===== src/sv/tpus_pkg.sv =====
package tpus_pkg;

    // field widths
    localparam int TEMP_W      = 15;
    localparam int TENTHS_W    = 14;
    localparam int SP_W        = 9;
    localparam int CFG_IDX_W   = 1;
    localparam int IN_TDATA_W  = 24;
    localparam int OUT_TDATA_W = 40;

    // reset values
    localparam logic signed [SP_W-1:0]     SP_MIN_RST = -9'sd80;
    localparam logic signed [SP_W-1:0]     SP_MAX_RST = 9'sd170;
    localparam logic signed [SP_W-1:0]     SP_RST     = 9'sd40;
    localparam logic signed [TEMP_W-1:0]   HELD_RST   = 15'sd2500;
    localparam logic signed [TENTHS_W-1:0] TEMP_T_RST = 14'sd0;
    localparam logic signed [TENTHS_W-1:0] TARG_T_RST = 14'sd200;

    typedef enum logic [1:0] {
        MODE_SHOW = 2'd0,
        MODE_SET  = 2'd1,
        MODE_UNIT = 2'd2
    } t_mode;

    typedef enum logic [1:0] {
        UNIT_C = 2'd0,
        UNIT_F = 2'd1,
        UNIT_K = 2'd2,
        UNIT_R = 2'd3
    } t_unit;

    typedef enum logic [CFG_IDX_W-1:0] {
        CFG_SP_MIN = 1'b0,
        CFG_SP_MAX = 1'b1
    } t_cfg_idx;

    // one input beat
    typedef struct packed {
        logic signed [TEMP_W-1:0] temp_sample;
        logic                     down_btn;
        logic                     up_btn;
        logic                     mode_btn;
    } t_in_beat;

    // state after one tick, handed to the conversion stage
    typedef struct packed {
        logic                     heater;
        t_mode                    mode;
        t_unit                    unit;
        logic signed [TEMP_W-1:0] held_temp;
        logic signed [SP_W-1:0]   setpoint;
        logic                     upd_temp;
        logic                     upd_target;
    } t_ctrl_res;

endpackage


===== src/sv/tpus_ctrl.sv =====
module tpus_ctrl import tpus_pkg::*; (
    input  logic                  i_clk,
    input  logic                  i_rst_n,
    input  logic                  i_move,
    input  t_in_beat              i_beat,
    input  logic                  i_cfg_we,
    input  logic [CFG_IDX_W-1:0]  i_cfg_idx,
    input  logic [SP_W-1:0]       i_cfg_data,
    output t_ctrl_res             o_res
);

    t_mode                    r_mode, n_mode;
    t_unit                    r_unit, n_unit;
    logic signed [SP_W-1:0]   r_sp, n_sp;
    logic signed [SP_W-1:0]   r_sp_min, r_sp_max;
    logic signed [TEMP_W-1:0] r_held, n_held;
    logic                     r_prev_mode, r_prev_up, r_prev_down;
    logic                     n_prev_up, n_prev_down;
    t_ctrl_res                r_res, n_res;

    logic                     w_mode_edge, w_up_edge, w_dn_edge;
    logic signed [SP_W-1:0]   w_sp_up;
    t_unit                    w_unit_up;
    logic signed [15:0]       w_sp16, w_sp50, w_held16;

    assign w_mode_edge = i_beat.mode_btn & ~r_prev_mode;
    assign w_up_edge   = i_beat.up_btn   & ~r_prev_up;
    assign w_dn_edge   = i_beat.down_btn & ~r_prev_down;

    // panel mode: next state
    always_comb begin
        n_mode = r_mode;
        if (w_mode_edge) begin
            unique case (r_mode)
                MODE_SHOW: n_mode = MODE_SET;
                MODE_SET:  n_mode = MODE_UNIT;
                MODE_UNIT: n_mode = MODE_SHOW;
                default:   n_mode = MODE_SHOW;
            endcase
        end
    end

    // action of the new mode
    always_comb begin
        n_sp        = r_sp;
        n_unit      = r_unit;
        n_held      = r_held;
        n_prev_up   = r_prev_up;
        n_prev_down = r_prev_down;
        w_sp_up     = r_sp;
        w_unit_up   = r_unit;
        n_res       = '0;
        unique case (n_mode)
            MODE_SHOW: begin
                n_held          = i_beat.temp_sample;
                n_res.upd_temp  = 1'b1;
            end
            MODE_SET: begin
                // up first, then down, each only while inside the bounds
                w_sp_up = (w_up_edge && (r_sp < r_sp_max)) ? r_sp + 9'sd1 : r_sp;
                n_sp    = (w_dn_edge && (w_sp_up > r_sp_min)) ? w_sp_up - 9'sd1 : w_sp_up;
            end
            MODE_UNIT: begin
                w_unit_up = w_up_edge ? t_unit'(r_unit + 2'd1) : r_unit;
                n_unit    = w_dn_edge ? t_unit'(w_unit_up - 2'd1) : w_unit_up;
            end
            default: begin
                n_held = r_held;
            end
        endcase
        if (n_mode != MODE_SHOW) begin
            n_prev_up        = i_beat.up_btn;
            n_prev_down      = i_beat.down_btn;
            n_res.upd_target = i_beat.up_btn | i_beat.down_btn;
        end
        n_res.mode      = n_mode;
        n_res.unit      = n_unit;
        n_res.held_temp = n_held;
        n_res.setpoint  = n_sp;
        n_res.heater    = w_held16 < w_sp50;
    end

    // heater compare in hundredths: setpoint * 50 by shift and add
    assign w_sp16   = {{(16-SP_W){n_sp[SP_W-1]}}, n_sp};
    assign w_sp50   = (w_sp16 <<< 5) + (w_sp16 <<< 4) + (w_sp16 <<< 1);
    assign w_held16 = {{(16-TEMP_W){n_held[TEMP_W-1]}}, n_held};

    // state and configuration
    always_ff @(posedge i_clk) begin
        if (!i_rst_n) begin
            r_mode      <= MODE_SHOW;
            r_unit      <= UNIT_C;
            r_sp        <= SP_RST;
            r_held      <= HELD_RST;
            r_prev_mode <= 1'b0;
            r_prev_up   <= 1'b0;
            r_prev_down <= 1'b0;
            r_sp_min    <= SP_MIN_RST;
            r_sp_max    <= SP_MAX_RST;
        end else begin
            if (i_cfg_we) begin
                unique case (t_cfg_idx'(i_cfg_idx))
                    CFG_SP_MIN: r_sp_min <= i_cfg_data;
                    CFG_SP_MAX: r_sp_max <= i_cfg_data;
                endcase
            end
            if (i_move) begin
                r_mode      <= n_mode;
                r_unit      <= n_unit;
                r_sp        <= n_sp;
                r_held      <= n_held;
                r_prev_mode <= i_beat.mode_btn;
                r_prev_up   <= n_prev_up;
                r_prev_down <= n_prev_down;
            end
        end
    end

    // result register
    always_ff @(posedge i_clk) begin
        if (!i_rst_n) begin
            r_res <= '0;
        end else if (i_move) begin
            r_res <= n_res;
        end
    end

    assign o_res = r_res;

`ifndef SYNTHESIS
    a_state_holds: assert property (@(posedge i_clk) disable iff (!i_rst_n)
        $past(i_rst_n) && !$past(i_move) |-> $stable(r_sp) && $stable(r_mode) && $stable(r_unit))
        else $error("panel state changed without a beat");

    a_sp_in_set: assert property (@(posedge i_clk) disable iff (!i_rst_n)
        $past(i_rst_n) && (r_sp != $past(r_sp)) |-> (r_mode == MODE_SET))
        else $error("setpoint moved outside set mode");

    a_unit_in_unit: assert property (@(posedge i_clk) disable iff (!i_rst_n)
        $past(i_rst_n) && (r_unit != $past(r_unit)) |-> (r_mode == MODE_UNIT))
        else $error("unit changed outside unit mode");
`endif

endmodule


===== src/sv/tpus_conv.sv =====
module tpus_conv import tpus_pkg::*; (
    input  logic                       i_clk,
    input  logic                       i_rst_n,
    input  logic                       i_move,
    input  t_ctrl_res                  i_res,
    output logic                       o_heater,
    output t_mode                      o_mode,
    output t_unit                      o_unit,
    output logic signed [TENTHS_W-1:0] o_temp_tenths,
    output logic signed [TENTHS_W-1:0] o_target_tenths
);

    // reciprocals: floor(x/10) = (x*RECIP10) >> 23, floor(x/50) = (x*RECIP50) >> 25
    localparam logic [19:0] RECIP10 = 20'd838861;
    localparam logic [19:0] RECIP50 = 20'd671089;
    localparam int          SH10    = 23;
    localparam int          SH50    = 25;

    logic                       r_heater;
    t_mode                      r_mode;
    t_unit                      r_unit;
    logic signed [TENTHS_W-1:0] r_temp_tenths, r_target_tenths;

    logic signed [19:0]         w_h20, w_h9, w_num;
    logic                       w_d50, w_neg;
    logic [19:0]                w_mag, w_rnd, w_recip;
    logic [39:0]                w_prod;
    logic [TENTHS_W-1:0]        w_q;
    logic signed [TENTHS_W-1:0] w_temp;
    logic signed [TENTHS_W-1:0] w_s14, w_s5, w_s9, w_target;

    // sample in hundredths C to numerator over 10 or 50
    assign w_h20 = {{(20-TEMP_W){i_res.held_temp[TEMP_W-1]}}, i_res.held_temp};
    assign w_h9  = (w_h20 <<< 3) + w_h20;

    always_comb begin
        unique case (i_res.unit)
            UNIT_C: begin w_num = w_h20;                w_d50 = 1'b0; end
            UNIT_F: begin w_num = w_h9 + 20'sd16000;    w_d50 = 1'b1; end
            UNIT_K: begin w_num = w_h20 + 20'sd27315;   w_d50 = 1'b0; end
            UNIT_R: begin w_num = w_h9 + 20'sd245835;   w_d50 = 1'b1; end
        endcase
    end

    // divide magnitude with rounding half away from zero, then restore sign
    assign w_neg   = w_num[19];
    assign w_mag   = w_neg ? 20'(-w_num) : 20'(w_num);
    assign w_rnd   = w_mag + (w_d50 ? 20'd25 : 20'd5);
    assign w_recip = w_d50 ? RECIP50 : RECIP10;
    assign w_prod  = w_rnd * w_recip;
    assign w_q     = w_d50 ? w_prod[SH50 +: TENTHS_W] : w_prod[SH10 +: TENTHS_W];
    assign w_temp  = w_neg ? -w_q : w_q;

    // setpoint in half degrees: every unit is exact up to a fixed offset
    assign w_s14 = {{(TENTHS_W-SP_W){i_res.setpoint[SP_W-1]}}, i_res.setpoint};
    assign w_s5  = (w_s14 <<< 2) + w_s14;
    assign w_s9  = (w_s14 <<< 3) + w_s14;

    always_comb begin
        unique case (i_res.unit)
            UNIT_C: w_target = w_s5;
            UNIT_F: w_target = w_s9 + 14'sd320;
            UNIT_K: w_target = w_s5 + 14'sd2732;
            UNIT_R: w_target = w_s9 + 14'sd4917;
        endcase
    end

    // result register; the tenths values persist between refreshes
    always_ff @(posedge i_clk) begin
        if (!i_rst_n) begin
            r_heater        <= 1'b0;
            r_mode          <= MODE_SHOW;
            r_unit          <= UNIT_C;
            r_temp_tenths   <= TEMP_T_RST;
            r_target_tenths <= TARG_T_RST;
        end else if (i_move) begin
            r_heater <= i_res.heater;
            r_mode   <= i_res.mode;
            r_unit   <= i_res.unit;
            if (i_res.upd_temp) begin
                r_temp_tenths <= w_temp;
            end
            if (i_res.upd_target) begin
                r_target_tenths <= w_target;
            end
        end
    end

    assign o_heater        = r_heater;
    assign o_mode          = r_mode;
    assign o_unit          = r_unit;
    assign o_temp_tenths   = r_temp_tenths;
    assign o_target_tenths = r_target_tenths;

endmodule


===== src/sv/thermostat_panel_with_unit_select_top.sv =====
// Path: a beat accepted at the input is registered in turn by the input register, the
// panel state update and the unit conversion before it is presented on the result port.
// Throughput: one beat per cycle; each stage holds while the next one is full, so the
// input is still taken while a result waits on the output, until all three stages hold.
// Reset: synchronous, active low; panel state, bounds and shown values return to their
// defaults at once, with no clearing pass.
module thermostat_panel_with_unit_select_top import tpus_pkg::*; (
    input  logic                   i_clk,
    input  logic                   i_rst_n,
    input  logic                   s_axis_tvalid,
    output logic                   s_axis_tready,
    // [0] mode_button, [1] up_button, [2] down_button, [17:3] temp_sample, [23:18] zero
    input  logic [IN_TDATA_W-1:0]  s_axis_tdata,
    output logic                   m_axis_tvalid,
    input  logic                   m_axis_tready,
    // [0] heater_on, [2:1] panel_mode, [4:3] unit_sel, [18:5] shown_temp,
    // [32:19] shown_target, [39:33] zero
    output logic [OUT_TDATA_W-1:0] m_axis_tdata,
    input  logic                   i_cfg_we,
    input  logic [CFG_IDX_W-1:0]   i_cfg_idx,
    input  logic [SP_W-1:0]        i_cfg_data
);

    t_in_beat                   r_in;
    logic                       r_a_vld, r_b_vld, r_c_vld;
    logic                       w_in_acc, w_a_move, w_b_move, w_b_rdy, w_c_rdy, w_out_acc;
    t_ctrl_res                  w_res;
    logic                       w_heater;
    t_mode                      w_mode;
    t_unit                      w_unit;
    logic signed [TENTHS_W-1:0] w_temp_tenths, w_target_tenths;

    // stage handshakes
    assign w_c_rdy       = !r_c_vld || m_axis_tready;
    assign w_b_move      = r_b_vld && w_c_rdy;
    assign w_b_rdy       = !r_b_vld || w_c_rdy;
    assign w_a_move      = r_a_vld && w_b_rdy;
    assign s_axis_tready = !r_a_vld || w_b_rdy;
    assign w_in_acc      = s_axis_tvalid && s_axis_tready;
    assign w_out_acc     = r_c_vld && m_axis_tready;

    always_ff @(posedge i_clk) begin
        if (!i_rst_n) begin
            r_a_vld <= 1'b0;
            r_b_vld <= 1'b0;
            r_c_vld <= 1'b0;
        end else begin
            r_a_vld <= w_in_acc || (r_a_vld && !w_a_move);
            r_b_vld <= w_a_move || (r_b_vld && !w_b_move);
            r_c_vld <= w_b_move || (r_c_vld && !w_out_acc);
        end
    end

    // input register
    always_ff @(posedge i_clk) begin
        if (w_in_acc) begin
            r_in.mode_btn    <= s_axis_tdata[0];
            r_in.up_btn      <= s_axis_tdata[1];
            r_in.down_btn    <= s_axis_tdata[2];
            r_in.temp_sample <= s_axis_tdata[3 +: TEMP_W];
        end
    end

    tpus_ctrl u_ctrl (
        .i_clk      (i_clk),
        .i_rst_n    (i_rst_n),
        .i_move     (w_a_move),
        .i_beat     (r_in),
        .i_cfg_we   (i_cfg_we),
        .i_cfg_idx  (i_cfg_idx),
        .i_cfg_data (i_cfg_data),
        .o_res      (w_res)
    );

    tpus_conv u_conv (
        .i_clk           (i_clk),
        .i_rst_n         (i_rst_n),
        .i_move          (w_b_move),
        .i_res           (w_res),
        .o_heater        (w_heater),
        .o_mode          (w_mode),
        .o_unit          (w_unit),
        .o_temp_tenths   (w_temp_tenths),
        .o_target_tenths (w_target_tenths)
    );

    // result beat
    assign m_axis_tvalid = r_c_vld;
    assign m_axis_tdata  = {7'b0, w_target_tenths, w_temp_tenths, w_unit, w_mode, w_heater};

`ifndef SYNTHESIS
    a_b_held: assert property (@(posedge i_clk) disable iff (!i_rst_n)
        $past(i_rst_n) && $past(r_b_vld && !w_c_rdy) |-> r_b_vld)
        else $error("state stage dropped a beat while the output was full");

    a_c_loaded: assert property (@(posedge i_clk) disable iff (!i_rst_n)
        $past(i_rst_n) && $past(w_b_move) |-> r_c_vld)
        else $error("converted beat did not reach the output register");

    a_a_no_overwrite: assert property (@(posedge i_clk) disable iff (!i_rst_n)
        r_a_vld && !w_a_move |-> !s_axis_tready)
        else $error("input register open while holding a beat");
`endif

endmodule

===== config.mk =====
export PLATFORM = sky130hd
export DESIGN_NAME = thermostat_panel_with_unit_select_top
export DESIGN_NICKNAME = d
export VERILOG_FILES = /design/src/sv/tpus_pkg.sv /design/src/sv/tpus_ctrl.sv /design/src/sv/tpus_conv.sv /design/src/sv/thermostat_panel_with_unit_select_top.sv
export SDC_FILE = /design/constraint.sdc
export NUM_CORES = 1
export LEC_CHECK = 0
export BUFFER_PORTS_ARGS = -buffer_cell sky130_fd_sc_hd__clkbuf_2
export CORE_ASPECT_RATIO = 0.7
export CORE_MARGIN = 4
export CORE_UTILIZATION = 35
export CTS_CLUSTER_DIAMETER = 40
export DETAILED_ROUTE_END_ITERATION = 12
export GPL_TIMING_DRIVEN = 0
export PLACE_DENSITY = 0.5
export SYNTH_ARGS = -nofsm -noshare
export SYNTH_HDL_FRONTEND = slang
export SYNTH_HIERARCHICAL = 1
export SYNTH_SLANG_ARGS = --single-unit

===== constraint.sdc =====
create_clock -name i_clk -period 16.2 [get_ports i_clk]
set_input_delay 0.81 -clock i_clk [delete_from_list [all_inputs] [get_ports i_clk]]
set_output_delay 0.81 -clock i_clk [all_outputs]
set_load 0.01 [all_outputs]

==> metrics.md <==
| Metric | Value |
|---|---|
| DRC viols | `0` |
| CP max FO | `10` |
| Syn. warnings | `6` |
| Worst path slowest cell | `fa_1` |
| Area overhead of the layout relative to synthesis | `9.85%` |
| Initial antenna violation count | `0` |
| DR vias | `18,100` |
| Post-synth EDFFs | `18` |
| Startpoint types | `flip-flop` |
| Setup violators final | `0` |
| Worst setup EP type | `flip-flop` |
| Antenna Nets Post-Route | `0` |
| Initial Util | `35.7%` |
| Number of port buffers | `67` |
| Pwr Density | `189 nW/µm²` |
| Hold Violations, Final | `0` |
| Critical path required time | `16.52 ns` |
| Max Clk Rate | `0.0656 GHz` |
| Slowest stage delay, CP | `0.62 ns` |
| DRT Pass-1 Iters | `5` |
| Status | `finished, final reports clean` |
| CTS Hold Bufs | `0` |
| Final worst path period need | `15.25 ns` |
| Post-Syn Area | `21,600 µm²` |
| Avg Cell Area, Syn | `8.54 µm²` |
| CP arrival | `15.57 ns` |
| Top Ports | `81` |
| Setup CP Type | `reg -> reg` |
| Multi-input gate area | `17,100 µm²` |
| Post-layout util | `39.2%` |
| Layout cells sized above 1 | `8.13%` |
| Maxcap violations | `0` |
| Post-route setup slack | `0.951 ns` |
| Core area | `60,400 µm²` |
| Sink count of the clock tree | `113` |
| Pre-CTS WS | `0.404 ns` |
| Detailed placer's ending HPWL | `58,600 µm` |
| Worst-Margin Slew | `1.22 ns` |
| Prevailing post-synth register cell | `dfxtp_1` |
| First-pass GRT wire length | `107,000 µm` |
| Initial DRC count | `1,550` |
| GR Overflow Total | `0` |
| Top cells by area, synth | `fa_1 (22%), ha_1 (17%), dfxtp_1 (8.8%)` |
| Post-synth cell types | `102` |
| CTS tree | `yes` |
| Synth Instances | `2,523` |
| CTS root buf | `clkbuf_16` |
| Worst vdd ir | `0.000242 V` |
| Top cell type's share of synthesized area | `21.9%` |
| Cts bufs inserted | `17` |
| Ys async rst share | `0%` |
| Die area | `65,700 µm²` |
| Most frequent cells in the layout | `inv_1 (441), ha_1 (287), fa_1 (236), nand2_1 (202), a21oi_1 (109)` |
| Pins over their slew limit | `0` |
| RSZ-0062 raised after global routing | `false` |
| Commonest non-fill, non-tap cell in the layout | `inv_1` |
| Layout Cells excl Fill | `3,465` |
| Yosys reg bits | `113` |
| Layout fillers | `6,232` |
| Drt wl/cell | `19.8 µm` |
| Hold Path Class | `reg -> reg` |
| Final period util | `94.1%` |
| Worst slew margin | `18.4%` |
| Vias per cell | `5.23` |
| Storage element area | `2440 µm²` |
| Nets | `3,206` |
| Vias in the first global route | `17,600` |
| Clk_skew | `0.0118 ns` |
| Die width | `305 µm` |
| Register area share after synthesis | `11.3%` |
| Site Rows | `75` |
| H-tree levels | `4` |
| Area leader, netlist | `fa_1` |
| Cells after DPL | `3,425` |
| GPL Wtd Cong | `0.959` |
| P_leak | `11.7 nW` |
| CTS max path bufs | `2` |
| Worst skew pair latency | `0.43 ns` |
| Clock-pin slew on the worst setup and hold paths | `0.06 ns` |
| All-Layer GR Usage | `20.9%` |
| Die H | `216 µm` |
| Largest net degree at the start of global routing | `19` |
| N_diodes | `0` |
| Final wirelength | `68,500 µm` |
| Setup_tns | `0 ns` |
[layout make-up]
class | instances | share of cell area [%]
Buffer | 120 | 2.35
Timing Repair Buffer | 75 | 1.67
Multi-Input combinational cell | 1868 | 72.0
Clock buffer | 17 | 1.80
Tap cell | 808 | 4.27
Sequential cell | 113 | 10.3
Clock inverter | 15 | 0.460
Inverter | 449 | 7.12
[kinds of logic (layout without fill, tap and decap cells)]
family / count (synthesis) / count (layout) / share of synthesized area (%)
compound gates: 540 / 540 / 17.3
xor+xnor: 148 / 148 / 6.45
fa+ha+maj: 524 / 524 / 38.6
buf+inv: 569 / 676 / 10.4
flops: 113 / 113 / 11.3
mux: 51 / 51 / 2.53
other cells: 3 / 30 / 0.0522
simple gates: 575 / 575 / 13.3
[per-layer routing]
| layer | part of all wire, % | wire [µm] | track usage, % | vias up |
|---|---|---|---|---|
| met5 | 0 | 0 | 0 | - |
| met3 | 8.6 | 5890 | 4.72 | 19 |
| met2 | 37 | 25000 | 26.6 | 569 |
| li1 | - | - | - | 8657 |
| met1 | 54 | 37300 | 35.4 | 8866 |
| met4 | 0.47 | 324 | 1.99 | 0 |
[worst paths after layout]
kind / endpoint / slack, ns / startpoint / depth (start not counted)
setup reg to reg: u_conv/o_temp_tenths[9] / 0.95 / u_ctrl/r_held[3] / 56
hold / removal: u_ctrl/r_sp_max[6] / 0.47 / u_ctrl/r_sp_max[6] / 2
hold reg to reg: u_ctrl/r_sp_max[6] / 0.47 / u_ctrl/r_sp_max[6] / 2
setup / recovery: u_conv/o_temp_tenths[9] / 0.95 / u_ctrl/r_held[3] / 56
[where the power goes]
part	switching (mW)	internal [mW]	leakage, nW	total [mW]
clock	0.150	0.195	0.250	0.346
sequential	0.0140	0.301	0.950	0.315
combinational	2.38	1.44	10.5	3.83
[stage by stage]
step	area [µm²]	hold slack [ns]	total power, mW
6_report	23700	0.467	4.49
5_1_grt	23700	0.496	4.98
4_1_cts	23500	0.468	4.45
3_5_place_dp	23000	0.460	4.06
3_3_place_gp	23000	0.452	4.04
2_1_floorplan	21700	0.438	3.03
[timing repair]
item,CTS,global route
endpoints found under the setup margin,0,13
resized for setup,0,13
endpoints found under the hold margin,0,0
setup buffers,0,7
[state kept, by name, summed over array words and instances (netlist names), named ones only]
| register | cells |
|---|---|
| u_ctrl/r_held | 14 |
| r_a_vld | 1 |
| u_ctrl/r_prev_down | 1 |
| m_axis_tvalid | 1 |
| u_ctrl/r_prev_up | 1 |
| u_conv/o_temp_tenths | 14 |
| u_ctrl/r_sp_min | 9 |
| u_ctrl/r_sp_max | 9 |
| u_ctrl/o_res | 14 |
| u_ctrl/r_sp | 9 |
| r_in | 18 |
| u_conv/o_target_tenths | 14 |
| u_conv/o_heater | 1 |
| r_b_vld | 1 |
| u_conv/o_unit | 2 |
| u_ctrl/r_prev_mode | 1 |
| u_conv/o_mode | 2 |
[worst max-delay path: cells and delay by family, from the launching register on]
kind | cells | cell delay (ns)
compound gates | 19 | 4.86
xor+xnor | 4 | 0.89
fa+ha+maj | 12 | 4.66
buf+inv | 11 | 1.95
flops | 1 | 0.33
mux | 1 | 0.30
simple gates | 9 | 2.12
[cells in the mapped netlist (all sizes together) (9+ instances only)]
master / count
or3: 17
inv: 447
or2: 13
nor2: 100
o21a: 16
and3: 21
nor3b: 9
a211oi: 25
a21oi: 112
nand4: 17
o31ai: 10
and2: 33
nand2: 202
o211ai: 23
a221oi: 11
a31oi: 16
nand2b: 14
ha: 287
xor2: 49
o21bai: 25
o211a: 13
nand3b: 9
mux2i: 33
nor3: 23
xnor2: 99
dfxtp: 95
a21o: 64
a21boi: 37
o21ai: 114
nand3: 59
clkbuf: 80
mux2: 17
nor2b: 27
fa: 236
buf: 40
edfxtp: 18
Power figures use the tool's default switching activity.
